==> src/hdl/arrip_pkg.sv <==
// arrip_pkg: shared types and constants for the adaptive rrip replacement block
// no dependencies
package arrip_pkg;
	localparam int unsigned CNT_W = 16;
	localparam int unsigned TOL_W = 12;
	localparam logic [1:0] RRPV_MAX = 2'd3;
	localparam logic [1:0] RRPV_INSERT = 2'd2;

	typedef enum logic [1:0] {
		MODE_SRRIP = 2'd0,
		MODE_BIP = 2'd1,
		MODE_SPATIAL = 2'd2
	} mode_t;

	typedef enum logic [1:0] {
		CFG_ADAPT_PERIOD = 2'd0,
		CFG_SPATIAL_MIN = 2'd1,
		CFG_STRIDE_TOL = 2'd2
	} cfg_idx_t;

	// controller to datapath commands
	typedef struct packed {
		logic load;     // capture the request
		logic rd;       // issue memory reads
		logic calc;     // compute new set state
		logic wr;       // write back and build result
	} arrip_cmd_t;

	typedef struct packed {
		logic clr_done;
	} arrip_sts_t;
endpackage

==> src/hdl/arrip_ctrl.sv <==
// arrip_ctrl: sequencer for clearing pass and per-item read, compute, write
// depends on arrip_pkg
module arrip_ctrl import arrip_pkg::*; (
	input  logic clk,
	input  logic arst_n,
	input  logic in_valid,
	output logic in_ready,
	output logic out_valid,
	input  logic out_ready,
	input  arrip_sts_t sts,
	output arrip_cmd_t cmd
);
	typedef enum logic [2:0] {S_CLEAR, S_IDLE, S_READ, S_CALC, S_WRITE, S_OUT} state_t;
	state_t state_q;

	assign in_ready = (state_q == S_IDLE) || (state_q == S_OUT && out_ready);
	assign out_valid = (state_q == S_OUT);

	always_comb begin
		cmd = '0;
		cmd.load = in_valid && in_ready;
		cmd.rd = (state_q == S_READ);
		cmd.calc = (state_q == S_CALC);
		cmd.wr = (state_q == S_WRITE);
	end

	always_ff @(posedge clk or negedge arst_n) begin
		if (!arst_n) begin
			state_q <= S_CLEAR;
		end else begin
			case (state_q)
				S_CLEAR: if (sts.clr_done) state_q <= S_IDLE;
				S_IDLE: if (in_valid) state_q <= S_READ;
				S_READ: state_q <= S_CALC;
				S_CALC: state_q <= S_WRITE;
				S_WRITE: state_q <= S_OUT;
				S_OUT: begin
					if (out_ready) state_q <= in_valid ? S_READ : S_IDLE;
				end
				default: state_q <= S_IDLE;
			endcase
		end
	end
endmodule

==> config.mk <==
export PLATFORM = sky130hd
export DESIGN_NAME = arrip_ctrl
export DESIGN_NICKNAME = d
export VERILOG_FILES = /design/src/hdl/arrip_pkg.sv /design/src/hdl/arrip_ctrl.sv
export SDC_FILE = /design/constraint.sdc
export NUM_CORES = 1
export LEC_CHECK = 0
export BUFFER_PORTS_ARGS = -buffer_cell sky130_fd_sc_hd__buf_2
export CORE_AREA = 5 5 42 44
export CTS_CLUSTER_SIZE = 40
export DETAILED_ROUTE_END_ITERATION = 8
export DIE_AREA = 0 0 47 49
export GPL_TIMING_DRIVEN = 0
export HOLD_SLACK_MARGIN = 0.15
export SKIP_LAST_GASP = 1
export SLEW_MARGIN = 15
export SYNTH_ARGS = -nofsm -noshare
export SYNTH_HDL_FRONTEND = slang
export SYNTH_SLANG_ARGS = --single-unit
==> constraint.sdc <==
create_clock -name clk -period 1.6 [get_ports clk]
set_clock_uncertainty 0.1 [all_clocks]
set_input_delay 0.32 -clock clk [delete_from_list [all_inputs] [get_ports clk]]
set_output_delay 0.32 -clock clk [all_outputs]
set_load 0.02 [all_outputs]
# Word-level counts from Yosys, hierarchy flattened
# Index checks and enable logic that the tools add are counted.
[word_totals]
register_bits = 3
input_bits = 5
mem_count = 0
mem_bits_rw = 0
romBits = 0
latchBits = 0
[classes]
n_div = 0
mul = 0
mux = 5
n_bitwise = 0
n_eq_ne = 8
order_cmp = 0
n_shift = 0
reduce_logical = 5
addsub = 0
[op_table]
columns = ["operator", "n"]
rows = [
  ["one-hot mux 3 bit (6 select lines)", 1],
  ["2-to-1 mux 3 bit", 3],
  ["equality test 3 x 2 -> 1 bit (second input constant)", 2],
  ["equality test 3 bit (second input constant)", 2],
  ["!= test 2 bit (second input constant)", 2],
  ["equality test 3 x 1 -> 1 bit (second input constant)", 1],
  ["zero test 3 bit", 1],
  ["AND reduction 3 bit", 1],
  ["logical AND 1 bit", 2],
  ["2-to-1 mux 2 bit", 1],
  ["!= test 2 x 1 -> 1 bit (second input constant)", 1],
  ["logical OR 1 bit", 1],
]

# Logic depth before layout (Yosys ltp)
# Gate-level depths: netlist (run 1).
[depth]
depth_word = 4
mapped_depth = 3
depth_no_buf = 2

# Worst setup path after synthesis (run 1)
# Ideal clock, no wire load.
[synth_path]
kind = "reg-to-output"
start = "reg state_q[2]"
end = "out in_ready"
slack_ns = 0.049
arrival_ns = 1.131
stages_incl_launch_ff = 4
cell_sequence = "dfrtp_1 buf_6 nor2b_1 nor3b_1"
[synth_between]
elab_chain_len = 3
word_cells_on_any_way = 4
[synth_rtl]
columns = ["item", "line_no", "text"]
rows = [
  ["from (decl)", "arrip_ctrl.sv:14", "state_t state_q;"],
  ["from (signal assigned)", "arrip_ctrl.sv:38", "if (out_ready) state_q <= in_valid ? S_READ : S_IDLE;"],
  ["equality test 3 bit", "arrip_ctrl.sv:16", "assign in_ready = (state_q == S_IDLE) || (state_q == S_OUT && out_ready);"],
  ["logical AND 1 bit", "arrip_ctrl.sv:16", ""],
  ["logical OR 1 bit *", "arrip_ctrl.sv:16", ""],
  ["to (decl)", "arrip_ctrl.sv:7", "output logic in_ready,"],
]
# Every way passes the cells marked *; elsewhere a longest branch is shown, timed or not.

==> flow_summary.yaml, run 1 <==
run_status:
  status: "complete, but fails checks"
  violations: "negative setup slack"
clocking:
  cts-htree-levels: 1
  cts_tree: "yes"
  cts.sinks: 3
  cts_buffers: 3
  root_buffer: "clkbuf_4"
  clk_latency_ns: 0.23
  cts_max_path_buffers: 2
  path_clk_slew_ns: 0.04
place:
  port_buffers: 10
  gp_congestion: 0.652
  dp.final_hpwl_um: 382
grt:
  grt_first_pass_wirelength_um: 952
  grtUsageTotal: 0.0599
  grtUsageMet1: 0.0618
  grt_max_degree: 10
  grt_overflow_total: 0
  grt-busiest-layer: "met2"
  antenna_found_initial: 0
  grt_pass1_vias: 225
  met3_usage: 0.0332
  met2_usage: 0.0814
die:
  start_util: 0.156
  die_area_um2: 2300
  io_pins: 11
  die_h_um: 49
  row_count: 14
  core_um2: 1400
  die_w_um: 47
synthesis:
  yosysWarningCount: 0
  syn-num-nets: 29
  syn_area_per_cell_um2: 9.12
  syn_area_um2: 219
  ys_types: 18
  yosys_register_bits: 3
  synth_seq_area_share: 0.343
  syn_inst: 24
sta:
  rsz0062_at_grt: "yes"
  relSlewSlack: 0.884
  period_needed_ns: 1.63
  setup_viol: 2
  slew_viol_final: 0
  tns_ns: -0.0418
  worst-slew-pin-transition_ns: 0.173
  setup_ws_ns: -0.0279
  finalHoldViolCount: 0
  max_freq_ghz: 0.614
  post-route-period-util: 1.02
critical_path:
  crit-reg2reg-launch: "state_q[1]"
  critPathMaxFanout: 5
  endpoint_kind: "output port"
  r2r_cells: 4
  path_delay_family: "simple AND/OR/NAND/NOR gates"
  worstPathCellList: "buf_6, or3b_4, inv_2, buf_6"
  worst_ep_arrival_time_ns: 1.21
  cp_slowest_cell: "or3b_4"
  crit_path_frequent_cell: "buf_6"
  crit_buf_inv: 3
  worstPathRequired_ns: 1.18
  regToRegSetupSlack_ns: 0.16
  cpPeakStageDelay_ns: 0.38
  critPathKind: "flop to output port"
  startpoint_type: "flop"
  reg2reg_to: "state_q[0]"
cells_and_area:
  reg_top3: "state_q (3)"
  layout_commonest_cell: "buf_4"
  diodes: 0
  final_layout_size_suffix_gt1_frac: 0.550
  largest_reg_flops: 3
  fillers: 161
  nNetsFinal: 46
  final_cell_mix: "7 x buf_4, 4 x buf_2, 3 x buf_6, 3 x nor2_1, 3 x clkbuf_4"
  regMostFlops: "state_q"
  post-route-util: 0.264
  syn_to_final_growth_pct: 69.1
hold_path:
  min_from: "out_ready"
  holdPathEnd: "state_q[2]"
  worstHoldPathCells: 3
  min_path_type: "input port to flop"
drt:
  antenna_left: 0
  drt-initial-drc-count: 0
  vias: 236
  via_per_inst: 4.21
  drc_errors: 0
  routedWlPerCell_um: 10.1
  drt-pass1-iter-count: 1
  drt-total-wl_um: 563
pwr:
  p_leak_nw: 0.185
  powerDensity_nw_per_um2: 2000
  ir_drop_mv: 0.701
run:
  cap_violations: 0
metal layers:
metal  wire [um]  vias to the layer above
met5           0                        -
li1            -                      117
met1         224                      104
met4          19                        0
met2         251                       13
met3          66                        2
through the flow:
step	instances	hold slack [ns]	area, um2	worst slack, ns	power [W]
floorplan	24	-0.0756	219	0.0492	0.000412
global placement	50	0.0169	289	0.0928	0.000506
detailed placement	50	0.0205	289	0.0914	0.000507
CTS	56	0.291	357	-0.0314	0.000716
global route	56	0.327	370	-0.0681	0.000800
finish	56	0.302	370	-0.0279	0.000742
area by class of cell:
type	instances	area, um2	area share
timing repair buffer	14	105	0.284
buffer	1	11.3	0.0304
tap	16	20.0	0.0541
sequential	3	77.6	0.209
inverter	1	3.75	0.0101
multi-input combinational	17	126	0.341
clock buffer	4	26.3	0.0709
logic make-up after synthesis:
| logic type | count (synthesis) | share of synthesized area |
|---|---|---|
| AND/OR/NAND/NOR | 13 | 0.383 |
| buffers and inverters | 4 | 0.114 |
| AO/OA/AOI/OAI | 3 | 0.114 |
| flip-flops | 3 | 0.343 |
| multiplexers | 1 | 0.0457 |
worst max path at each step:
stage / from / to / slack (ns) / cells past startpoint
2_1_floorplan: state_q[2] / in_ready / 0.05 / 3
3_3_place_gp: state_q[0] / cmd[2] / 0.09 / 4
3_5_place_dp: state_q[0] / cmd[2] / 0.09 / 4
4_1_cts: state_q[1] / cmd[2] / -0.03 / 4
5_1_grt: state_q[1] / cmd[2] / -0.07 / 4
6_report: state_q[1] / cmd[2] / -0.03 / 4
power breakdown:
group / switching (W) / internal (W)
Combinational: 0.000227 / 0.000245
Clock: 0.0000372 / 0.0000933
Sequential: 0.0000237 / 0.000116
cells in the mapped netlist:
cell | count | share of area
buf_2 | 2 | 0.046
nand2_1 | 1 | 0.017
o211a_1 | 1 | 0.046
o211ai_1 | 1 | 0.034
nand2b_1 | 1 | 0.029
nor2_1 | 3 | 0.051
nand3b_1 | 1 | 0.034
and3b_1 | 1 | 0.040
mux2i_1 | 1 | 0.046
or3b_1 | 1 | 0.040
nor3b_1 | 2 | 0.069
dfrtp_1 | 3 | 0.34
a21o_1 | 1 | 0.034
nand4b_1 | 1 | 0.040
or4_1 | 1 | 0.034
inv_1 | 1 | 0.017
buf_6 | 1 | 0.051
nor2b_1 | 1 | 0.029
repair_timing:
| action | in CTS | in global routing |
|---|---|---|
| hold buffers | 1 | 0 |
| pin swaps | 1 | 0 |
| setup endpoints to repair | 3 | 6 |
| hold endpoints to repair | 3 | 0 |
| setup buffers | 3 | 0 |
| gates resized for setup | 10 | 5 |
worst reg2reg max path, cell delays in order (launching register included):
cell	delay [ns]
dfrtp_1	0.36
buf_6	0.12
buf_4	0.14
or4_1	0.46
o211a_1	0.14
(Power assumes the default switching activity.)
==> run 2, diff against run 1 <==
--- a/config.mk
+++ b/config.mk
@@ -12,6 +12,7 @@
 export DIE_AREA = 0 0 47 49
 export GPL_TIMING_DRIVEN = 0
 export HOLD_SLACK_MARGIN = 0.15
+export SETUP_SLACK_MARGIN = 0.05
 export SKIP_LAST_GASP = 1
 export SLEW_MARGIN = 15
 export SYNTH_ARGS = -nofsm -noshare
==> run 2 against run 1 <==
- the run still ends with negative setup slack left
- sequential power fell by 4%
- via count rose by 17%
- sequential share of layout area fell by 3.3 points
- setup slack got worse by 0.049 ns
- largest power group unchanged
==> flow_summary.yaml, run 2 (synthesis results as in run 1) <==
sta:
  relSlewSlack: 0.919
  finalHoldViolCount: 0
  post-route-period-util: 1.05
  whs_ns: 0.306
  rsz0062_at_grt: "yes"
  setup_viol: 3
  slew_viol_final: 0
  max_freq_ghz: 0.596
  period_needed_ns: 1.68
  tns_ns: -0.129
  worst-slew-pin-transition_ns: 0.118
  setup_ws_ns: -0.0771
critical_path:
  path_delay_family: "simple AND/OR/NAND/NOR gates"
  critPathMaxFanout: 5
  cp_slowest_cell: "or3b_4"
  worstPathCellList: "buf_6, or3b_4, inv_2, buf_6"
  endpoint_kind: "output port"
  crit_buf_inv: 3
  critPathKind: "flop to output port"
  cpPeakStageDelay_ns: 0.37
  worstPathRequired_ns: 1.18
  startpoint_type: "flop"
  worst_ep_arrival_time_ns: 1.26
  crit_path_frequent_cell: "buf_6"
drt:
  drc_errors: 0
  antenna_left: 0
  drt-total-wl_um: 672
  top_layer: "met4"
  via_per_inst: 4.51
  drt-pass1-iter-count: 4
  routedWlPerCell_um: 11.0
  wl_met2_um: 308
  wl_met1_um: 281
  drt-initial-drc-count: 2
  met3_length_um: 54
  vias: 275
clocking:
  cts.sinks: 3
  cts_buffers: 3
  cts-htree-levels: 1
  cts_tree: "yes"
  clk_latency_ns: 0.24
  root_buffer: "clkbuf_4"
  cts_max_path_buffers: 2
  path_clk_slew_ns: 0.04
pwr:
  p_int_w: 0.000529
  powerDensity_nw_per_um2: 2000
  power_frac_seq: 0.157
  power.total_w: 0.000852
  p_comb_frac: 0.682
  ir_drop_mv: 0.531
  power.switching_w: 0.000322
  p_sw_frac: 0.379
  p_leak_nw: 0.217
  clkPwrFrac: 0.162
cells_and_area:
  final_layout_size_suffix_gt1_frac: 0.622
  final_cell_mix: "9 x buf_4, 5 x buf_6, 5 x buf_2"
  diodes: 0
  layout_commonest_cell: "buf_4"
  fillers: 175
  stdcell_area_um2: 425
  syn_to_final_growth_pct: 94.3
  nNetsFinal: 51
  regMostFlops: "state_q"
  largest_reg_flops: 3
  reg_top3: "state_q (3)"
place:
  port_buffers: 10
  gp_congestion: 0.632
  place_area_um2: 294
  dp.final_hpwl_um: 397
hold_path:
  min_path_type: "input port to async pin"
die:
  die_h_um: 49
  die_area_um2: 2300
  die_w_um: 47
  io_pins: 11
  row_count: 14
  core_um2: 1400
  start_util: 0.156
grt:
  grt_first_pass_wirelength_um: 1010
  antenna_found_initial: 0
  grt_overflow_total: 0
  grt_pass1_vias: 227
  grtUsageTotal: 0.0664
  grt_max_degree: 11
run:
  cap_violations: 0
run_status:
  violations: "negative setup slack"
  status: "complete, but fails checks"
[run 2: path summary, 6_finish.rpt]
check / startpoint / to / slack (ns) / depth (start not counted)
setup / recovery: state_q[2] / cmd[2] / -0.08 / 4
hold / removal: arst_n / state_q[1] / 0.31 / 2
setup reg to reg: state_q[2] / state_q[0] / 0.12 / 4
hold reg to reg: state_q[2] / state_q[1] / 0.47 / 2
max in group asynchronous: arst_n / state_q[0] / 0.98 / 2
min in group clk: sts / state_q[0] / 0.32 / 3
[run 2: layout make-up]
type	count	area, um2	area share
Timing Repair Buffer	18	136	0.321
Clock buffer	4	26.3	0.0618
Sequential cell	3	75.1	0.176
Multi-Input combinational cell	17	141	0.332
Tap cell	16	20.0	0.0471
Inverter	1	3.75	0.00882
Buffer	2	22.5	0.0529
[run 2: repair_timing]
action,4_1_cts,5_1_grt
pin swaps,2,4
buffers inserted,4,2
resized for setup,11,8
setup endpoints to repair,4,6
cloned,0,1
endpoints found under the hold margin,3,0
hold buffers,1,0
[run 2: routing by layer]
| metal | vias up | global-route usage |
|---|---|---|
| met2 | 15 | 0.0792 |
| met1 | 130 | 0.0754 |
| met4 | 0 | 0.0691 |
| met5 | - | 0 |
| li1 | 126 | - |
| met3 | 4 | 0.0369 |
[run 2: power by group through the flow]
stage | Clock [W] | Sequential, W | Combinational (W)
after floorplan | 0 | 0.000119 | 0.000301
after global placement | 0 | 0.000120 | 0.000394
after detailed placement | 0 | 0.000120 | 0.000400
after CTS | 0.000142 | 0.000123 | 0.000527
after global routing | 0.000151 | 0.000138 | 0.000629
final | 0.000138 | 0.000134 | 0.000580
[run 2: worst register-to-register path: stages (launching register included)]
cell and delay (ns):
dfrtp_1 0.36, buf_6 0.12, buf_4 0.13, or4_1 0.51, o211a_1 0.14
[run 2: per-stage QoR]
stage               setup WS [ns]   util  std cells
finish                    -0.0771  0.304         61
detailed placement         0.0848  0.210         50
global route               -0.127  0.304         61
floorplan                   0.149      -         24
CTS                       -0.0926  0.279         59
global placement           0.0873  0.210         50
==> run 3, diff against run 2 <==
--- a/config.mk
+++ b/config.mk
@@ -5,6 +5,7 @@
 export SDC_FILE = /design/constraint.sdc
 export NUM_CORES = 1
 export LEC_CHECK = 0
+export ABC_AREA = 1
 export BUFFER_PORTS_ARGS = -buffer_cell sky130_fd_sc_hd__buf_2
 export CORE_AREA = 5 5 42 44
 export CTS_CLUSTER_SIZE = 40
==> run 3 against run 2 <==
- the flow now finishes without violations
- global-route usage down 0.45 points
- sequential share of layout area increased by 0.32 points
- non-clock buffer count shrank 2
- count of clock-buffer cells in the layout unchanged
- setup slack better by 0.15 ns
- largest cell class is now multi-input combinational cells
- routed wire length shrank 1.9%
- via count up 11%
- die area stayed put
- critical path type unchanged
- utilization up 0.45 points
- clock power down 4%
==> flow_summary.yaml, run 3 <==
clocking:
  root_buffer: "clkbuf_4"
  cts_max_path_buffers: 2
  path_clk_slew_ns: 0.04
  cts_buffers: 3
  cts-htree-levels: 1
  cts.sinks: 3
  cts_tree: "yes"
  clk_latency_ns: 0.23
drt:
  via_per_inst: 4.16
  drt-initial-drc-count: 3
  drt-pass1-iter-count: 2
  vias: 304
  drc_errors: 0
  routedWlPerCell_um: 9.03
  antenna_left: 0
  drt-total-wl_um: 659
die:
  io_pins: 11
  row_count: 14
  core_um2: 1400
  die_w_um: 47
  start_util: 0.176
  die_h_um: 49
  die_area_um2: 2300
sta:
  finalHoldViolCount: 0
  period_needed_ns: 1.53
  max_freq_ghz: 0.654
  slew_viol_final: 0
  tns_ns: 0
  setup_viol: 0
  rsz0062_at_grt: "yes"
  relSlewSlack: 0.886
  post-route-period-util: 0.956
  setup_ws_ns: 0.0707
  worst-slew-pin-transition_ns: 0.171
synthesis:
  syn_area_um2: 246
  synth_area_leader_cell: "dfrtp_1"
  ys_types: 16
  synth.top_cells.by_count: "9 x nand2_1, 4 x inv_1, 4 x nand3_1, 4 x nor2_1, 3 x dfrtp_1"
  syn_area_per_cell_um2: 6.85
  synth_seq_area_share: 0.305
  ys.flop_type: "dfrtp_1"
  yosys_register_bits: 3
  syn_inst: 36
  yosysMostFrequentCell: "nand2_1"
  async_flop_share: 1.00
  synth_top_area_frac: 0.305
  synth-edff-count: 0
  yosysWarningCount: 0
  yosys-top-cells-area: "dfrtp_1 30%, nand2_1 14%, nand3_1 8.1%, inv_1 6.1%, nor2_1 6.1%"
  syn-num-nets: 41
grt:
  grtUsageTotal: 0.0619
  grt_max_degree: 8
  antenna_found_initial: 0
  grt_pass1_vias: 247
  grt_first_pass_wirelength_um: 1040
  grt_overflow_total: 0
cells_and_area:
  multi_input_area_um2: 155
  layout_commonest_cell: "buf_4"
  largest_reg_flops: 3
  regMostFlops: "state_q"
  diodes: 0
  post-route-util: 0.308
  seq_area_um2: 77.6
  stdcell_area_um2: 432
  final_layout_size_suffix_gt1_frac: 0.561
  syn_to_final_growth_pct: 75.1
  fillers: 156
  final_cell_mix: "9 x buf_4, 8 x nand2_1, 6 x buf_2, 4 x nor2_1, 4 x nand3_1"
  nNetsFinal: 63
  reg_top3: "state_q (3)"
place:
  gp_congestion: 0.798
  place_area_um2: 317
  dp_worst_setup_slack_ns: 0.198
  port_buffers: 10
  dp.final_hpwl_um: 475
critical_path:
  cp_slowest_cell: "dfrtp_2"
  worst_ep_arrival_time_ns: 1.11
  critPathMaxFanout: 4
  worstPathRequired_ns: 1.18
  worstPathCellList: "inv_2, nand2_2, a211oi_2, buf_4"
  cpPeakStageDelay_ns: 0.43
  startpoint_type: "flop"
  critPathKind: "flop to output port"
  endpoint_kind: "output port"
pwr:
  powerDensity_nw_per_um2: 2110
  p_leak_nw: 0.233
  ir_drop_mv: 0.353
hold_path:
  min_path_type: "input port to async pin"
run_status:
  status: "completed"
run:
  cap_violations: 0
-- run 3: cell families after synthesis --
| kind of cell | synth area share |
|---|---|
| flops | 0.305 |
| simple gates | 0.487 |
| compound gates | 0.0710 |
| buf+inv | 0.137 |
-- run 3: final timing paths --
kind	slack [ns]	depth (start not counted)	from	to
min in group clk	0.32	4	out_ready	state_q[2]
max in group asynchronous	0.97	2	arst_n	state_q[2]
hold / removal	0.31	2	arst_n	state_q[1]
setup / recovery	0.07	4	state_q[1]	cmd[3]
hold reg to reg	0.55	3	state_q[1]	state_q[1]
setup reg to reg	0.41	8	state_q[0]	state_q[0]
-- run 3: per-layer routing --
layer / global-route usage / share of wire / vias up
met5: 0 / 0 / -
met2: 0.0882 / 0.53 / 9
li1: - / - / 157
met1: 0.0746 / 0.39 / 138
met3: 0.0111 / 0.076 / 0
met4: 0.0553 / 0 / 0
-- run 3: power by group --
group | switching [W] | internal [W] | total, W | leakage [nW]
clock | 0.0000390 | 0.0000935 | 0.000132 | 0.0150
sequential | 0.0000506 | 0.000118 | 0.000168 | 0.0345
combinational | 0.000325 | 0.000285 | 0.000610 | 0.183
-- run 3: final cells by class --
| class | count | area share |
|---|---|---|
| multi-input cells | 26 | 0.359 |
| repair buffers | 17 | 0.275 |
| flip-flops and latches | 3 | 0.180 |
| clock buffers | 4 | 0.0609 |
| inverters | 6 | 0.0522 |
| well taps | 16 | 0.0464 |
| plain buffers | 1 | 0.0261 |
-- run 3: metrics by stage --
step	total power (W)	hold WS (ns)	instances
2_1_floorplan	0.000493	-0.0756	36
3_3_place_gp	0.000594	0.0178	62
3_5_place_dp	0.000595	0.0215	62
4_1_cts	0.000839	0.310	71
5_1_grt	0.000985	0.342	73
6_report	0.000911	0.312	73
-- run 3: timing repair --
| action | 4_1_cts | 5_1_grt |
|---|---|---|
| buffers inserted | 4 | 2 |
| hold buffers | 1 | 0 |
| pin swaps | 2 | 3 |
| gates resized for setup | 6 | 6 |
| endpoints found under the setup margin | 3 | 6 |
| hold endpoints to repair | 3 | 0 |
-- run 3: critical path, delay by kind of cell (launching register included) --
kind / cells / cell delay, ns
buffers and inverters: 2 / 0.25
and+or+nand+nor: 1 / 0.06
AOI/OAI and AO/OA: 1 / 0.14
DFF: 1 / 0.43
